$ cat src/rtl/core/vrr_pipe.sv
`default_nettype none
// Pipeline register stage with a shared advance enable: holds a payload with its valid bit.
module vrr_pipe #(
   parameter int Width = 8
) (
   input  wire logic             clock,
   input  wire logic             reset,
   input  wire logic             adv,
   input  wire logic             vld_in,
   input  wire logic [Width-1:0] dat_in,
   output logic                  vld_ff,
   output logic [Width-1:0]      dat_ff
);
   always_ff @(posedge clock) begin
      if (reset) begin
         vld_ff <= 1'b0;
      end else if (adv) begin
         vld_ff <= vld_in;
      end
      if (adv) begin
         dat_ff <= dat_in;
      end
   end
endmodule
`default_nettype wire

$ cat config.mk
export PLATFORM = sky130hd
export DESIGN_NAME = vrr_pipe
export DESIGN_NICKNAME = d
export VERILOG_FILES = /design/src/rtl/core/vrr_pipe.sv
export SDC_FILE = /design/constraint.sdc
export NUM_CORES = 1
export LEC_CHECK = 0
export BUFFER_PORTS_ARGS = -buffer_cell sky130_fd_sc_hd__buf_2
export CAP_MARGIN = 40
export CORE_AREA = 4 4 41 43
export CTS_CLUSTER_SIZE = 14
export DETAILED_ROUTE_END_ITERATION = 16
export DIE_AREA = 0 0 45 47
export PLACE_DENSITY = 0.52
export SKIP_CTS_REPAIR_TIMING = 1
export SLEW_MARGIN = 20
export SYNTH_ARGS = -nofsm -noshare
export SYNTH_HDL_FRONTEND = slang
export SYNTH_SLANG_ARGS = --single-unit
$ cat constraint.sdc
create_clock -name clock -period 1.1 [get_ports clock]
set_input_delay 0.11 -clock clock [delete_from_list [all_inputs] [get_ports clock]]
set_output_delay 0.11 -clock clock [all_outputs]
set_load 0.05 [all_outputs]
==> results of run 1 <==
path summary, 6_finish.rpt:
kind           from  endpoint  slack (ps)  cells past startpoint
min reg2reg  vld_ff    vld_ff         510                      2
max reg2reg  vld_ff    vld_ff         520                      2
max          vld_ff    vld_ff         150                      1
min           reset    vld_ff          10                      2
area by class of cell:
type | count | area, um^2 | share of cell area, %
clock buffers | 4 | 26.3 | 6.27
multi-input cells | 2 | 13.8 | 3.28
flip-flops and latches | 9 | 260 | 62.1
well taps | 15 | 18.8 | 4.48
repair buffers | 20 | 100 | 23.9
cells in the final DEF, fill, tap and decap left out, drive strengths merged:
cell and count:
edfxtp 8, mux2i 1, buf 20, dfxtp 1, nor2 1, clkbuf 4
cells by family after synthesis:
group            count (synthesis)  synth area share (%)
and+or+nand+nor                  1                  1.37
muxes                            1                  3.65
DFF                              9                  95.0
registers in the layout, summed over array words and instances (netlist names):
signal  count
dat_ff      8
vld_ff      1
stage by stage:
step	area [um^2]	utilization [%]	total power, mW
after floorplan	274	-	0.511
after global placement	393	30.2	0.556
after detailed placement	393	30.2	0.558
after CTS	419	32.2	0.803
after global routing	419	32.2	0.821
final	419	32.2	0.787
routing by layer:
metal | up-vias | GRT usage, % | wire [um]
met2 | 11 | 7.34 | 265
met5 | - | 0 | 0
met4 | 0 | 5.26 | 0
met1 | 74 | 4.98 | 166
met3 | 0 | 2.30 | 72
li1 | 90 | - | -
power by group through the flow:
stage                     clock [mW]  combinational, mW  sequential, mW
final                          0.239              0.142           0.406
after global routing           0.264              0.147           0.409
after CTS                      0.252              0.144           0.407
after detailed placement           0              0.144           0.413
after global placement             0              0.143           0.413
after floorplan                    0            0.00306           0.508
==> flow_metrics.tcl, run 1 <==
set metrics [dict create \
    ir_drop_mv 0.534 \
    place.port_buffers 20 \
    layout.nets 48 \
    synth_cell_types 4 \
    instances_no_fill 50 \
    overflow 0 \
    cts_tree "done" \
    fillers 144 \
    cp_max_fo 2 \
    cp_top_family "flip-flops" \
    ios 21 \
    power_frac_seq_pct 51.6 \
    htreeDepth 1 \
    clk_pin_slew_ps 60 \
    holdWs_ps 11.3 \
    outcome "completed" \
    cell_internal_pwr_uw 572 \
    hold_violations 0 \
    maxCapViolCount 0 \
    synth_top_area_cell "edfxtp_1" \
    antenna_cells 0 \
    layout_setup_ws_ps 146 \
    rows 13 \
    syn_area_um2 274 \
    drcViolationCount 0 \
    synth_area_leaders "edfxtp_1, dfxtp_1, mux2i_1, nor2_1" \
    synth-edff-count 8 \
    drtAntennaViolNets 0 \
    power_density_mw_per_mm2 1880 \
    cts_sinks 9 \
    cp-start-kind "register" \
    syn-num-nets 23 \
    place_congestion 0.535 \
    ys.flop_type "edfxtp_1" \
    final-max-slew-violation-count 0 \
    critPathArrivalTime_ps 840 \
    crit_slowest_cell "dfxtp_1" \
    synth_warnings 0 \
    drive_gt1_share_pct 65.7 \
    cts_root_buf "clkbuf_4" \
    cts_buffer_depth 2 \
    end_kind "primary output" \
    crit_buf_inv 1 \
    async_reset_ff_share_pct 0 \
    clock_skew_ps 0 \
    die_w_um 45 \
    hp-class "in -> reg" \
    timing.fmax_mhz 1050 \
    grt_pass1_vias 179 \
    coreArea_mm2 0.00130 \
    grt_max_degree 10 \
    finalSetupViolCount 0 \
    pwr-share-clk_pct 30.3 \
    place_inst 46 \
    syn-instance-count 11 \
    slowest_delay_ps 330 \
    cts_buffers 3 \
    post-route-min-period_ps 954 \
    swShare_pct 27.4 \
    firstDrtPassIters 1 \
    antenna_found_initial 0 \
    synth_area_per_cell_um2 24.9 \
    rsz0062_at_grt "false" \
    routed_wl_um 504 \
    wl_per_cell_um 10.1 \
    worstSetupPathType "reg -> out" \
    netlist_top_cells_count "edfxtp_1, dfxtp_1, mux2i_1, nor2_1" \
    clock_latency_ps 250 \
    yosysMostFrequentCell "edfxtp_1" \
    maxSlewHeadroom_pct 83.2 \
    finalCritPeriodShare_pct 86.7 \
    path_cells "buf_2" \
    grt_use_total_pct 4.97 \
    viasPerCell 3.50 \
    grt_pass1_wl_um 683 \
    die_area_mm2 0.00212 \
    synth.top_cell.area_share_pct 87.7 \
    switchingPower_uw 216 \
    drtIter0Drc 0 \
    p_leak_nw 0.189 \
    fp.dieH_um 47 \
    tightest_slew_ps 253 \
    yosysSeqAreaShare_pct 95.0 \
    fin_setup_tns_ps 0 \
    p_comb_share_pct 18.1 \
    start_util_pct 21.1 \
    area_growth_pct 53.0 \
    cp_data_required_time_ps 990 \
    place_ws_ps 393 \
    vias 175 \
    synth-seq-cells 9 \
]
Power figures use the tool's default switching activity.
==> run 2: changes to the inputs <==
- CELL_PAD_IN_SITES_DETAIL_PLACEMENT: unset -> 1
- CELL_PAD_IN_SITES_GLOBAL_PLACEMENT: unset -> 1
- PLACE_DENSITY: 0.52 -> 0.62
- SLEW_MARGIN: 20 -> unset
==> run 2 against run 1 <==
  * Final area increased by 2.4%
  * Setup slack got worse by 5.8 ps
  * Clock power increased by 4%
  * Clock skew unchanged
  * Highest routed layer is now met4
  * Critical path depth unchanged
  * Largest cell class unchanged
==> flow_metrics.tcl, run 2 (synthesized netlist as in run 1, its figures left out) <==
set metrics [dict create \
    cp_max_fo 2 \
    critPathArrivalTime_ps 850 \
    drtIter0Drc 0 \
    cts_root_buf "clkbuf_4" \
    hold_violations 0 \
    whs_endpoint "dat_ff[3]" \
    power_density_mw_per_mm2 1860 \
    reg2regPathDepth 2 \
    cell_internal_pwr_uw 574 \
    grt_pass1_wl_um 917 \
    vias 189 \
    clock_skew_ps 0 \
    overflow 0 \
    grt_max_degree 10 \
    place_inst 46 \
    power_frac_seq_pct 50.8 \
    switchingPower_uw 225 \
    fp.dieH_um 47 \
    finalCritPeriodShare_pct 87.2 \
    outcome "completed" \
    grt_pass1_vias 213 \
    final-max-slew-violation-count 0 \
    slowest_delay_ps 330 \
    cp-start-kind "register" \
    top_regs "dat_ff: 8 flops, vld_ff: 1 flops" \
    antenna_found_initial 0 \
    r2r-start "vld_ff" \
    cts_buffer_depth 2 \
    place_congestion 0.664 \
    cp-startpoint "vld_ff" \
    drtAntennaViolNets 0 \
    ios 21 \
    area.sequential_um2 260 \
    die_w_um 45 \
    largest_reg_flops 8 \
    drcViolationCount 0 \
    hp-class "in -> reg" \
    maxCapViolCount 0 \
    cp_top_family "flip-flops" \
    place.port_buffers 20 \
    ir_drop_mv 0.661 \
    regMostFlops "dat_ff" \
    wl_per_cell_um 11.5 \
    tightest_slew_ps 255 \
    multiInputGateArea_um2 13.8 \
    timing.fmax_mhz 1040 \
    grt_use_total_pct 6.87 \
    clk_pin_slew_ps 60 \
    crit_buf_inv 1 \
    layout.nets 49 \
    fin_setup_tns_ps 0 \
    layout_commonest_cell "buf_2" \
    p_comb_share_pct 18.2 \
    pwr-share-clk_pct 31.0 \
    cts_sinks 9 \
    rows 13 \
    antenna_cells 0 \
    instances_no_fill 51 \
    maxSlewHeadroom_pct 83.1 \
    drive_gt1_share_pct 63.9 \
    fillers 154 \
    area_growth_pct 56.6 \
    worstSetupPathType "reg -> out" \
    cp_data_required_time_ps 990 \
    htreeDepth 1 \
    routed_wl_um 585 \
    swShare_pct 28.2 \
    p_leak_nw 0.193 \
    viasPerCell 3.71 \
    end_kind "primary output" \
    path_cells "buf_2" \
    coreArea_mm2 0.00130 \
    start_util_pct 21.1 \
    min_path_cells 1 \
    crit_slowest_cell "dfxtp_1" \
    post-route-min-period_ps 960 \
    final_cell_mix "buf_2, edfxtp_1, clkbuf_4" \
    cts_tree "done" \
    firstDrtPassIters 1 \
    min_from "dat_in[3]" \
    die_area_mm2 0.00212 \
    clock_latency_ps 250 \
    r2r-end "vld_ff" \
    cts_buffers 3 \
    finalSetupViolCount 0 \
    r2r_setup_slack_ps 520 \
    rsz0062_at_grt "false" \
]
-- run 2: cell types whose count changed in the layout (fill, tap and decap cells not counted), sizes merged --
| cell | previous run | this run |
|---|---|---|
| dlygate4sd3 | 0 | 1 |
-- run 2: worst max path at each step --
stage	end	slack (ps)	cells after the start
final	vld_ff	140	1
after global routing	vld_ff	80	1
after CTS	vld_ff	120	1
after detailed placement	vld_ff	400	3
after global placement	vld_ff	430	1
after floorplan	vld_ff	220	2
-- run 2: power by group through the flow --
stage / clock [mW] / combinational, mW / sequential [mW]
finish: 0.248 / 0.146 / 0.406
global route: 0.274 / 0.153 / 0.409
CTS: 0.256 / 0.145 / 0.407
detailed placement: 0 / 0.145 / 0.415
global placement: 0 / 0.143 / 0.413
floorplan: 0 / 0.00306 / 0.508
-- run 2: stage by stage --
step / hold WS, ps / power, mW / area, um^2 / worst slack [ps] / utilization, %
floorplan: 182 / 0.511 / 274 / 218 / -
global placement: 267 / 0.556 / 393 / 430 / 30.2
detailed placement: 270 / 0.559 / 393 / 402 / 30.2
CTS: -3.83 / 0.808 / 419 / 121 / 32.2
global route: 16.6 / 0.837 / 429 / 81.3 / 33.0
finish: 27.7 / 0.800 / 429 / 140 / 33.0
-- run 2: layout make-up --
| type | instances | share of cell area [%] |
|---|---|---|
| sequential | 9 | 60.6 |
| timing repair buffer | 21 | 25.7 |
| clock buffer | 4 | 6.12 |
| tap | 15 | 4.37 |
| multi-input combinational | 2 | 3.21 |
-- run 2: metal layers --
| metal | up-vias | global-route usage [%] | wire length [um] |
|---|---|---|---|
| li1 | 91 | - | - |
| met1 | 82 | 4.94 | 210 |
| met2 | 14 | 11.3 | 273 |
| met3 | 2 | 3.83 | 92 |
| met4 | 0 | 8.77 | 8 |
| met5 | - | 0 | 0 |
